<file path="src/sv/sbtsa_pkg.sv">
`timescale 1ns / 1ps
// shared constants, codes and control types for the sprite batch texture slot allocator
// no dependencies

package sbtsa_pkg;

	localparam int TEXTURE_SLOTS = 32;
	localparam int IDX_W         = (TEXTURE_SLOTS > 1) ? $clog2(TEXTURE_SLOTS) : 1;
	localparam int COUNT_W       = $clog2(TEXTURE_SLOTS + 1);

	localparam int ID_W    = 32;
	localparam int SPR_W   = 16;
	localparam int SLOT_W  = 6;
	localparam int OP_W    = 1;
	localparam int IN_W    = 2 * ID_W;
	localparam int OUT_W   = 1 + SPR_W + SLOT_W + 1;

	localparam int APB_DW  = 32;
	localparam int PADDR_W = 3;
	localparam int REG_IDX_W = PADDR_W - 2;

	localparam logic [OP_W-1:0] OP_SUBMIT = 1'b0;
	localparam logic [OP_W-1:0] OP_FLUSH  = 1'b1;

	localparam logic [REG_IDX_W-1:0] REG_SPRITE_LIMIT = 1'b0;
	localparam logic [SPR_W-1:0]     SPRITE_LIMIT_RESET = 16'd1024;
	localparam logic [SPR_W-1:0]     SPR_SAT = {SPR_W{1'b1}};

	// controller to datapath
	typedef struct packed {
		logic load_item;
		logic load_match;
		logic commit;
	} sbtsa_cmd_t;

endpackage

</file>
<file path="src/sv/sprite_batch_texture_slot_allocator.sv">
`timescale 1ns / 1ps
// top level of the sprite batch texture slot allocator: ports, register decode
// depends on sbtsa_pkg, sbtsa_ctrl, sbtsa_dp
//
//  channel  | dir | handshake               | payload
//  ---------+-----+-------------------------+-----------------------------------------
//  s_*      | in  | s_tvalid / s_tready     | s_tuser op; s_tdata shader_id, texture_id
//  m_*      | out | m_tvalid / m_tready     | m_tdata batch_drawn .. table_cleared
//  apb      | in  | psel & penable & pwrite | sprite limit at byte address 0
//
// each item steps through capture, compare against all table entries
// (registered match vector), then commit of state and result.
// the next item is taken once the result sits in the output register; a stalled
// output beat holds the commit cycle until m_tready frees the register.
// reset clears counts, batch and shader state; the sprite limit returns to 1024.

module sprite_batch_texture_slot_allocator (
	input  logic                              clk,
	input  logic                              arst_n,
	input  logic                              s_tvalid,
	output logic                              s_tready,
	input  logic [sbtsa_pkg::IN_W-1:0]        s_tdata,   // shader_id, texture_id
	input  logic [sbtsa_pkg::OP_W-1:0]        s_tuser,   // op
	output logic                              m_tvalid,
	input  logic                              m_tready,
	// batch_drawn, drawn_sprites, texture_slot, table_cleared
	output logic [sbtsa_pkg::OUT_W-1:0]       m_tdata,
	input  logic                              psel,
	input  logic                              penable,
	input  logic                              pwrite,
	input  logic [sbtsa_pkg::PADDR_W-1:0]     paddr,
	input  logic [sbtsa_pkg::APB_DW-1:0]      pwdata,
	output logic [sbtsa_pkg::APB_DW-1:0]      prdata,
	output logic                              pready
);
	import sbtsa_pkg::*;

	sbtsa_cmd_t         cmd;
	logic               cfg_we;
	logic               sel_max;
	logic [SPR_W-1:0]   batch_limit;

	assign pready  = 1'b1;
	assign sel_max = (paddr[PADDR_W-1:2] == REG_SPRITE_LIMIT);
	assign cfg_we  = psel && penable && pwrite && sel_max;
	assign prdata  = sel_max ? APB_DW'(batch_limit) : '0;

	sbtsa_ctrl u_ctrl (
		.clk      (clk),
		.arst_n   (arst_n),
		.s_tvalid (s_tvalid),
		.s_tready (s_tready),
		.m_tvalid (m_tvalid),
		.m_tready (m_tready),
		.cmd      (cmd)
	);

	sbtsa_dp u_dp (
		.clk         (clk),
		.arst_n      (arst_n),
		.cmd         (cmd),
		.in_op       (s_tuser),
		.in_shader   (s_tdata[ID_W-1:0]),
		.in_texture  (s_tdata[2*ID_W-1:ID_W]),
		.cfg_we      (cfg_we),
		.cfg_data    (pwdata[SPR_W-1:0]),
		.batch_limit (batch_limit),
		.result      (m_tdata)
	);

endmodule

</file>
<file path="src/sv/sbtsa_ctrl.sv">
`timescale 1ns / 1ps
// sequencer for one item: capture, table compare, commit into output register
// depends on sbtsa_pkg

module sbtsa_ctrl (
	input  logic                clk,
	input  logic                arst_n,
	input  logic                s_tvalid,
	output logic                s_tready,
	output logic                m_tvalid,
	input  logic                m_tready,
	output sbtsa_pkg::sbtsa_cmd_t cmd
);
	import sbtsa_pkg::*;

	localparam logic [1:0] ST_IDLE   = 2'd0;
	localparam logic [1:0] ST_MATCH  = 2'd1;
	localparam logic [1:0] ST_COMMIT = 2'd2;

	logic [1:0] state_q;
	logic [1:0] state_d;
	logic       out_valid_q;
	logic       out_free;

	assign s_tready = (state_q == ST_IDLE);
	assign m_tvalid = out_valid_q;
	assign out_free = !out_valid_q || m_tready;

	always_comb begin
		state_d        = state_q;
		cmd.load_item  = 1'b0;
		cmd.load_match = 1'b0;
		cmd.commit     = 1'b0;
		case (state_q)
			ST_IDLE: begin
				if (s_tvalid) begin
					cmd.load_item = 1'b1;
					state_d       = ST_MATCH;
				end
			end
			ST_MATCH: begin
				cmd.load_match = 1'b1;
				state_d        = ST_COMMIT;
			end
			ST_COMMIT: begin
				// hold until the output register can take the result
				if (out_free) begin
					cmd.commit = 1'b1;
					state_d    = ST_IDLE;
				end
			end
			default: begin
				state_d = ST_IDLE;
			end
		endcase
	end

	always_ff @(posedge clk or negedge arst_n) begin
		if (!arst_n) begin
			state_q     <= ST_IDLE;
			out_valid_q <= 1'b0;
		end else begin
			state_q <= state_d;
			if (cmd.commit) begin
				out_valid_q <= 1'b1;
			end else if (m_tready) begin
				out_valid_q <= 1'b0;
			end
		end
	end

`ifndef SYNTH
	a_commit_needs_room: assert property (@(posedge clk) disable iff (!arst_n)
		cmd.commit |-> (!out_valid_q || m_tready))
		else $error("commit while output beat still pending");
	a_commit_shows_beat: assert property (@(posedge clk) disable iff (!arst_n)
		cmd.commit |=> out_valid_q)
		else $error("committed result not presented");
`endif

endmodule

</file>
<file path="src/sv/sbtsa_dp.sv">
`timescale 1ns / 1ps
// datapath: texture table, batch state, sprite limit register, result register
// depends on sbtsa_pkg; driven by sbtsa_ctrl commands

module sbtsa_dp (
	input  logic                              clk,
	input  logic                              arst_n,
	input  sbtsa_pkg::sbtsa_cmd_t             cmd,
	input  logic [sbtsa_pkg::OP_W-1:0]        in_op,
	input  logic [sbtsa_pkg::ID_W-1:0]        in_shader,
	input  logic [sbtsa_pkg::ID_W-1:0]        in_texture,
	input  logic                              cfg_we,
	input  logic [sbtsa_pkg::SPR_W-1:0]       cfg_data,
	output logic [sbtsa_pkg::SPR_W-1:0]       batch_limit,
	output logic [sbtsa_pkg::OUT_W-1:0]       result
);
	import sbtsa_pkg::*;

	logic [ID_W-1:0]          tab_q [TEXTURE_SLOTS];
	logic [COUNT_W-1:0]       count_q;
	logic [SPR_W-1:0]         batch_q;
	logic [ID_W-1:0]          shader_q;
	logic                     known_q;
	logic [SPR_W-1:0]         max_q;

	logic [OP_W-1:0]          op_q;
	logic [ID_W-1:0]          item_shader_q;
	logic [ID_W-1:0]          item_tex_q;
	logic [TEXTURE_SLOTS-1:0] match_s1;
	logic [TEXTURE_SLOTS-1:0] match_d;

	logic                     out_drawn_q;
	logic [SPR_W-1:0]         out_sprites_q;
	logic [SLOT_W-1:0]        out_slot_q;
	logic                     out_cleared_q;

	logic                     is_flush;
	logic                     batch_nz;
	logic                     pre_draw;
	logic                     tex_nz;
	logic                     hit;
	logic [IDX_W-1:0]         hit_idx;
	logic                     full;
	logic                     miss;
	logic                     clear;
	logic                     res_drawn;
	logic [SPR_W-1:0]         batch_base;
	logic [SLOT_W-1:0]        res_slot;
	logic [IDX_W-1:0]         wr_idx;

	assign batch_limit = max_q;
	assign result = {out_cleared_q, out_slot_q, out_sprites_q, out_drawn_q};

	// one comparator per table entry, only entries below the fill count count
	always_comb begin
		for (int i = 0; i < TEXTURE_SLOTS; i++) begin
			match_d[i] = (tab_q[i] == item_tex_q) && (COUNT_W'(i) < count_q);
		end
	end

	// lowest matching entry wins
	always_comb begin
		hit_idx = '0;
		for (int i = TEXTURE_SLOTS - 1; i >= 0; i--) begin
			if (match_s1[i]) begin
				hit_idx = IDX_W'(i);
			end
		end
	end

	assign is_flush = (op_q == OP_FLUSH);
	assign batch_nz = (batch_q != '0);
	assign pre_draw = (batch_nz && known_q && (shader_q != item_shader_q)) ||
		(batch_q >= max_q);
	assign tex_nz   = (item_tex_q != '0);
	assign hit      = |match_s1;
	assign full     = (count_q >= COUNT_W'(TEXTURE_SLOTS));
	assign miss     = !is_flush && tex_nz && !hit;
	assign clear    = miss && full;
	// at most one draw per item: a late full-table draw only happens with no early one
	assign res_drawn  = batch_nz && (is_flush || pre_draw || clear);
	assign batch_base = (pre_draw || clear) ? '0 : batch_q;
	assign wr_idx     = clear ? '0 : count_q[IDX_W-1:0];

	always_comb begin
		if (is_flush || !tex_nz) begin
			res_slot = '0;
		end else if (hit) begin
			res_slot = SLOT_W'({1'b0, hit_idx} + 1'b1);
		end else if (clear) begin
			res_slot = SLOT_W'(1);
		end else begin
			res_slot = SLOT_W'({1'b0, count_q} + 1'b1);
		end
	end

	always_ff @(posedge clk or negedge arst_n) begin
		if (!arst_n) begin
			count_q  <= '0;
			batch_q  <= '0;
			shader_q <= '0;
			known_q  <= 1'b0;
			max_q    <= SPRITE_LIMIT_RESET;
		end else begin
			if (cfg_we) begin
				max_q <= cfg_data;
			end
			if (cmd.commit) begin
				if (is_flush) begin
					batch_q <= '0;
				end else begin
					shader_q <= item_shader_q;
					known_q  <= 1'b1;
					batch_q  <= (batch_base == SPR_SAT) ? batch_base : batch_base + 1'b1;
					if (clear) begin
						count_q <= COUNT_W'(1);
					end else if (miss) begin
						count_q <= count_q + 1'b1;
					end
				end
			end
		end
	end

	// payload registers, no reset needed
	always_ff @(posedge clk) begin
		if (cmd.load_item) begin
			op_q          <= in_op;
			item_shader_q <= in_shader;
			item_tex_q    <= in_texture;
		end
		if (cmd.load_match) begin
			match_s1 <= match_d;
		end
		if (cmd.commit) begin
			if (miss) begin
				tab_q[wr_idx] <= item_tex_q;
			end
			out_drawn_q   <= res_drawn;
			out_sprites_q <= res_drawn ? batch_q : '0;
			out_slot_q    <= res_slot;
			out_cleared_q <= clear;
		end
	end

`ifndef SYNTH
	a_count_bound: assert property (@(posedge clk) disable iff (!arst_n)
		count_q <= COUNT_W'(TEXTURE_SLOTS))
		else $error("texture count beyond table size");
	a_draw_nonempty: assert property (@(posedge clk) disable iff (!arst_n)
		cmd.commit |=> (!out_drawn_q || (out_sprites_q != '0)))
		else $error("drawn batch reported empty");
	a_clear_refills: assert property (@(posedge clk) disable iff (!arst_n)
		(cmd.commit && clear) |=> (count_q == COUNT_W'(1)))
		else $error("cleared table not restarted with one entry");
	a_flush_empties: assert property (@(posedge clk) disable iff (!arst_n)
		(cmd.commit && is_flush) |=> (batch_q == '0))
		else $error("flush left sprites in batch");
`endif

endmodule

</file>
<file path="config.mk">
export PLATFORM = sky130hd
export DESIGN_NAME = sprite_batch_texture_slot_allocator
export DESIGN_NICKNAME = d
export VERILOG_FILES = /design/src/sv/sbtsa_pkg.sv /design/src/sv/sprite_batch_texture_slot_allocator.sv /design/src/sv/sbtsa_ctrl.sv /design/src/sv/sbtsa_dp.sv
export SDC_FILE = /design/constraint.sdc
export NUM_CORES = 2
export LEC_CHECK = 0
export BUFFER_PORTS_ARGS = -buffer_cell sky130_fd_sc_hd__buf_4
export CORE_MARGIN = 8
export CORE_UTILIZATION = 40
export DETAILED_ROUTE_END_ITERATION = 6
export SKIP_LAST_GASP = 1
export SYNTH_ARGS = -nofsm -noshare
export SYNTH_HDL_FRONTEND = slang
export SYNTH_SLANG_ARGS = --single-unit
</file>
<file path="constraint.sdc">
create_clock -name clk -period 10.6 [get_ports clk]
set_input_delay 1.06 -clock clk [delete_from_list [all_inputs] [get_ports clk]]
set_output_delay 1.06 -clock clk [all_outputs]
set_load 0.03 [all_outputs]
</file>
# == Yosys cells after proc, flatten, opt, wreduce, memory -nomap -nowiden ==
# Memory sizes are Yosys's and may differ from the RTL's.
# Cells that the tools add are included.
# classes
mux,54
magnitude_cmp,34
add_sub_neg,4
bitwise,2
n_eq_ne,38
reduce_logical,60
# op_table
op,n
$eq 32x32->1,32
$mux 5,33
$lt 5x6->1 const A,16
$mux 16,4
$lt 4x6->1 const A,8
$logic_and 1x1->1,41
$ne 32x32->1,1
$reduce_bool 32->1,1
$reduce_or 32->1,1
$lt 3x6->1 const A,4
$mux 6,4
$add 16x1->16 const B,1
$eq 16x16->1 const B,1
$ge 16x16->1,1
$reduce_bool 16->1,1
$add 6x1->6 const B,2
$lt 1x6->1 const A,2
$lt 2x6->1 const A,2
$mux 1,10
$add 5x1->6 const B,1
$ge 6x6->1 const B,1
$logic_or 1x1->1,6
$pmux 2 s3,1
$logic_not 1->1,4
other kinds (10),14
# word_totals
memories,1
in_bits,107
mem_bits_rw,1024
wordCells,208
ff_bits,195
out_inout_bits,59
# memory_table
name,depth,word_bits,rd,rd_ports_with_merged_regs,write_ports,line,text
u_dp.tab_q,32,32,32,0,1,sbtsa_dp.sv:19,logic [ID_W-1:0] tab_q [TEXTURE_SLOTS];

# == Logic depth before layout (Yosys ltp) ==
# logic_depth
word_depth,34
depth_mapped,17
depth_no_buf,17

# == Hierarchy ==
# Synthesis repeated with hierarchy kept, for this count alone.
# unflattened
hier_cells,3286
area_unflattened_um2,51499.4
# modules_own_cells
mod,area_each_um2,seq_area_each_um2,n_inst,cells_per_inst
sbtsa_dp,51095.3,36160.9,1,3237
sprite_batch_texture_slot_allocator,271.5,0.0,1,37
sbtsa_ctrl,132.6,75.1,1,12

# == Worst setup path after synthesis ==
# No wires, ideal clock.
# synth_timing
kind,reg-to-reg
from,reg u_dp.match_s1[5]
to,mem u_dp.tab_q[15][0] (enable)
setup_slack_ns,4.622
n_path_buf,1
t_required_ns,10.099
t_arrival_ns,5.477
stages_incl_launch_ff,8
period_less_slack_ns,5.978
setup_ns,0.501
path_cell_list,edfxtp_1 > or4_4 > nand2b_4 > or4_4 > buf_2 > nor4_1 > nand3_1 > nor4_1
# synth_via
elab_chain_cells,6
word_cells_on_any_way,8
cone_classes,4 x mux; 4 x reduce/logical
# synth_rtl
element,line,text
"start, declared",sbtsa_dp.sv:29,logic [TEXTURE_SLOTS-1:0] match_s1;
"start signal, assigned",sbtsa_dp.sv:133,match_s1 <= match_d;
$reduce_or 32->1 *,sbtsa_dp.sv:76,assign hit = |match_s1;
$logic_not 1->1 *,sbtsa_dp.sv:78,assign miss = !is_flush && tex_nz && !hit;
$logic_and 1x1->1 *,sbtsa_dp.sv:78,
$mux 1,sbtsa_dp.sv:136,if (miss) begin
$mux 1,sbtsa_dp.sv:135,if (cmd.commit) begin
$mux 1 (not written as such),sbtsa_dp.sv:137,tab_q[wr_idx] <= item_tex_q;
"end, declared",sbtsa_dp.sv:19,
# Mark *: on every way between the ends. The rest lies on a longest branch, timed or not.

# == Worst setup path in the final report ==
# layout_timing
from,reg u_dp.batch_q[13]
to,reg u_dp.batch_q[13]
# layout_via
elab_chain_cells,9
word_cells_on_any_way,11
cone_classes,1 x add/sub; 1 x order compare; 1 x eq/ne; 3 x mux; 5 x reduce/logical
# layout_rtl
element,line,text
"start, declared",sbtsa_dp.sv:21,logic [SPR_W-1:0] batch_q;
"start signal, assigned",sbtsa_dp.sv:114,batch_q <= (batch_base == SPR_SAT) ? batch_base : batch_base + 1'b1;
branches (longest 5 deep; another with $ge 16x16->1),n/a,
$mux 16 *,sbtsa_dp.sv:82,assign batch_base = (pre_draw || clear) ? '0 : batch_q;
$add 16x1->16 / $eq 16x16->1 (equally long branches),sbtsa_dp.sv:114,
$mux 16 *,sbtsa_dp.sv:114,
$mux 16 *,sbtsa_dp.sv:109,if (is_flush) begin
# Every way passes the cells marked *.
# A chain may end at the register's enable or synchronous reset.

==> metrics.csv <==
metric,value,unit
outcome,"complete, no violations",
Layout area overhead,15.0,%
Worst Setup SP,u_dp.batch_q[13],
top-area cell type share of the netlist area,0.667,
reg2reg setup slack,5.70,ns
share of cells above drive strength 1,0.140,
f_max,0.204,GHz
Initial Util,0.403,
Setup WS pre-CTS,5.78,ns
post-CTS resize count,0,
Yosys warnings,0,
initial antenna violation count,3,
post-CTS setup buffer count,0,
min Tclk post-route,4.90,ns
Post-Place Cells,5019,
fin crit share,0.463,
total gr overflow,0,
Fin Clk Skew,0.0319,ns
R2R cell count,15,
Main synth FF type,edfxtp_1,
FF-to-FF Start,u_dp.batch_q[13],
Crit Path Category,reg -> reg,
Final Util,0.464,
first-pass GRT wire length,181000,um
cell taking the most area after synthesis,edfxtp_1,
die height,375,um
Synth Cell Area,0.0515,mm2
cell count after synthesis,3296,
"EDFF count, synth",1145,
"Avg Cell Area, Syn",15.6,um2
DR iter-0 viols,2100,
largest net degree at the start of global routing,66,
vias in the first global route,26714,
post-detailed-route wirelength per cell,23.4,um
r2r endpoint,u_dp.batch_q[13],
final wirelength,123000,um
Crit path arrival time,5.49,ns
Synth cell types,59,
total CTS buffers,131,
clock sinks,1219,
CP startpoint kind,flop,
post-synthesis sequential area ratio,0.703,
worst rel slew slack,0.212,
Filler cells,10928,
Vias,27329,
"top cells by area, synth","edfxtp_1 (67%), xor2_1 (12%), xnor2_1 (5.7%)",
TritonCTS clock tree,yes,
asr flop ratio synth,0.0607,
Hold Buf Count CTS,0,
fin cells,5260,
DPL Wire Length,64100,um
DR pass1 iterations,6,
final-report hold violation count,0,
Global Route Usage Sum,0.171,
H-Tree Depth,4,
setup ws final,5.70,ns
RSZ-0062 raised after global routing,false,
power density cells,199,mW/mm2
CP Cell Sequence,ha_1 -> a21o_1 -> a21o_1 -> a221oi_1 -> o31a_1 -> and2_1 -> nand2_1 -> nor2_1 -> ha_1 -> nand2_1 -> nor4_1 -> a31oi_1 -> nand4_1 -> nor4_1 -> a211o_1,
required time worst endpoint,11.19,ns
"Slew Viols, Final",0,
"Reg clk slew, reported paths",0.06,ns
CP Max Fanout,9,
Slowest cell on crit path,a221oi_1,
Ports,166,
max cap viols,0,
P_leak,19.8,nW
Port Buf Inserts,130,
post-route ant nets,0,
Final GP Congestion,0.814,
Die X,375,um
cell chosen for the clock root,clkbuf_16,
clock buffer depth,3,
CORE AREA,0.128,mm2
nets@finish,3617,
Worst Max-Slew Pin Slew,1.17,ns
delay of the slowest cell on the worst path,0.73,ns
Yosys reg bits,1219,
hold crit path type,in -> async,
Row Count,131,
die area,0.141,mm2
Critical Path End Type,flop,
drc violations,0,
Final setup viols,0,
Vias/cell,5.20,
final setup TNS,0,ns
Skew-Pair Late Insertion Delay,0.73,ns
"IR drop worst, VDD",0.119,mV
## power by group
part / internal [mW] / total (mW) / switching [mW] / leakage, nW
Sequential: 5.55 / 5.69 / 0.132 / 11.2
Clock: 2.66 / 4.51 / 1.85 / 2.09
Combinational: 0.556 / 1.62 / 1.07 / 6.45
Total: 8.77 / 11.8 / 3.05 / 19.8
## cell type report
| type | instances | area [um2] | area share |
|---|---|---|---|
| Inverter | 32 | 120 | 0.00203 |
| Clock inverter | 69 | 712 | 0.0120 |
| Multi-Input combinational cell | 1882 | 14600 | 0.246 |
| Timing Repair Buffer | 224 | 1960 | 0.0330 |
| Sequential cell | 1219 | 36200 | 0.611 |
| Clock buffer | 170 | 3550 | 0.0599 |
| Antenna cell | 2 | 5.00 | 0.0000845 |
| Tap cell | 1662 | 2080 | 0.0351 |
## synthesized netlist by cell type (5+ instances only)
| cell | instances |
|---|---|
| o2111ai_1 | 7 |
| and2_1 | 5 |
| xor2_1 | 725 |
| mux2_2 | 48 |
| edfxtp_1 | 1145 |
| nor4_1 | 223 |
| nand3_1 | 46 |
| nor2b_1 | 5 |
| a21o_1 | 11 |
| buf_1 | 57 |
| clkbuf_1 | 99 |
| xnor2_1 | 335 |
| a2111oi_0 | 5 |
| ha_1 | 20 |
| buf_4 | 19 |
| and3_1 | 20 |
| a21oi_1 | 25 |
| o21ai_0 | 21 |
| dfrtp_1 | 73 |
| nor2_1 | 85 |
| nand2_1 | 38 |
| inv_1 | 31 |
| nand2b_1 | 8 |
| nor3_1 | 38 |
| a31oi_1 | 5 |
| or4_1 | 12 |
| o211ai_1 | 6 |
| nand4_1 | 121 |
| a211oi_1 | 6 |
## layer usage
metal  GRT usage  up-vias  share of wire
met3      0.0285      202          0.047
met2       0.278      694           0.47
li1            -    12477              -
met1       0.237    13956           0.46
met4      0.0484        0          0.024
met5           0        -              0
## sequential cells by signal, indices dropped and copies added (netlist names)
register	count
u_ctrl.m_tvalid	1
u_dp.match_s1	32
u_dp.tab_q	1024
u_dp.shader_q	32
u_ctrl.state_q	2
u_dp.out_sprites_q	16
u_dp.item_shader_q	32
u_dp.count_q	6
u_dp.out_cleared_q	1
u_dp.item_tex_q	32
u_dp.out_drawn_q	1
u_dp.is_flush	1
u_dp.out_slot_q	6
u_dp.batch_q	16
u_dp.batch_limit	16
u_dp.known_q	1
## worst max-delay path by stage
stage	cells past startpoint	slack [ns]	end
finish	15	5.70	u_dp.batch_q[13]
global route	15	5.59	u_dp.batch_q[13]
detailed placement	15	5.78	u_dp.batch_q[13]
floorplan	7	4.62	u_dp.tab_q[15][0]
CTS	15	5.77	u_dp.batch_q[13]
global placement	15	5.87	u_dp.batch_q[13]
## kinds of logic (layout without fill, tap and decap cells)
kind of cell               count (synthesis)  in the layout  synth area share
and+or+nand+nor                          619            619            0.0684
muxes                                     50             50            0.0109
buffers and inverters                    210            495            0.0168
other                                      2             19          0.000146
DFF                                     1219           1219             0.703
AOI/OAI and AO/OA                        116            116            0.0154
xor gates and xnor gates                1060           1060             0.180
adders and majority gates                 20             20           0.00486
## cell usage in the layout (no fill, tap or decap), types with 6 or more instances in the layout
master,n
nor2_1,56
a211oi_1,6
clkinv_2,24
clkbuf_1,31
o211ai_1,6
nor3_1,38
and3_1,20
conb_1,17
inv_1,31
nor2_2,28
o2111ai_1,6
nand2_1,38
xor2_1,725
a21oi_1,25
or4_1,12
clkinv_1,24
o21ai_0,20
bufinv_16,12
nand4_1,121
mux2_2,48
edfxtp_1,1145
ha_1,20
a21o_1,11
xnor2_1,335
nor4_1,220
nand2b_1,8
buf_12,22
clkbuf_16,135
nand3_1,46
dfrtp_1,73
buf_4,202
## metrics by stage
step                cell area, um2  hold WS [ns]  power, mW
detailed placement           55000         0.456       7.43
floorplan                    51600         0.440       6.80
global route                 59300         0.266       12.3
finish                       59300         0.269       11.8
global placement             55000         0.451       7.41
CTS                          59300         0.225       12.0
## worst max-delay path, delay by kind of cell, from the launching register on
| kind | cells | cell delay, ns |
|---|---|---|
| fa+ha+maj | 2 | 0.50 |
| flops | 1 | 0.46 |
| compound gates | 6 | 2.22 |
| simple gates | 7 | 1.59 |
No activity file was read; power rests on OpenSTA's default activity.
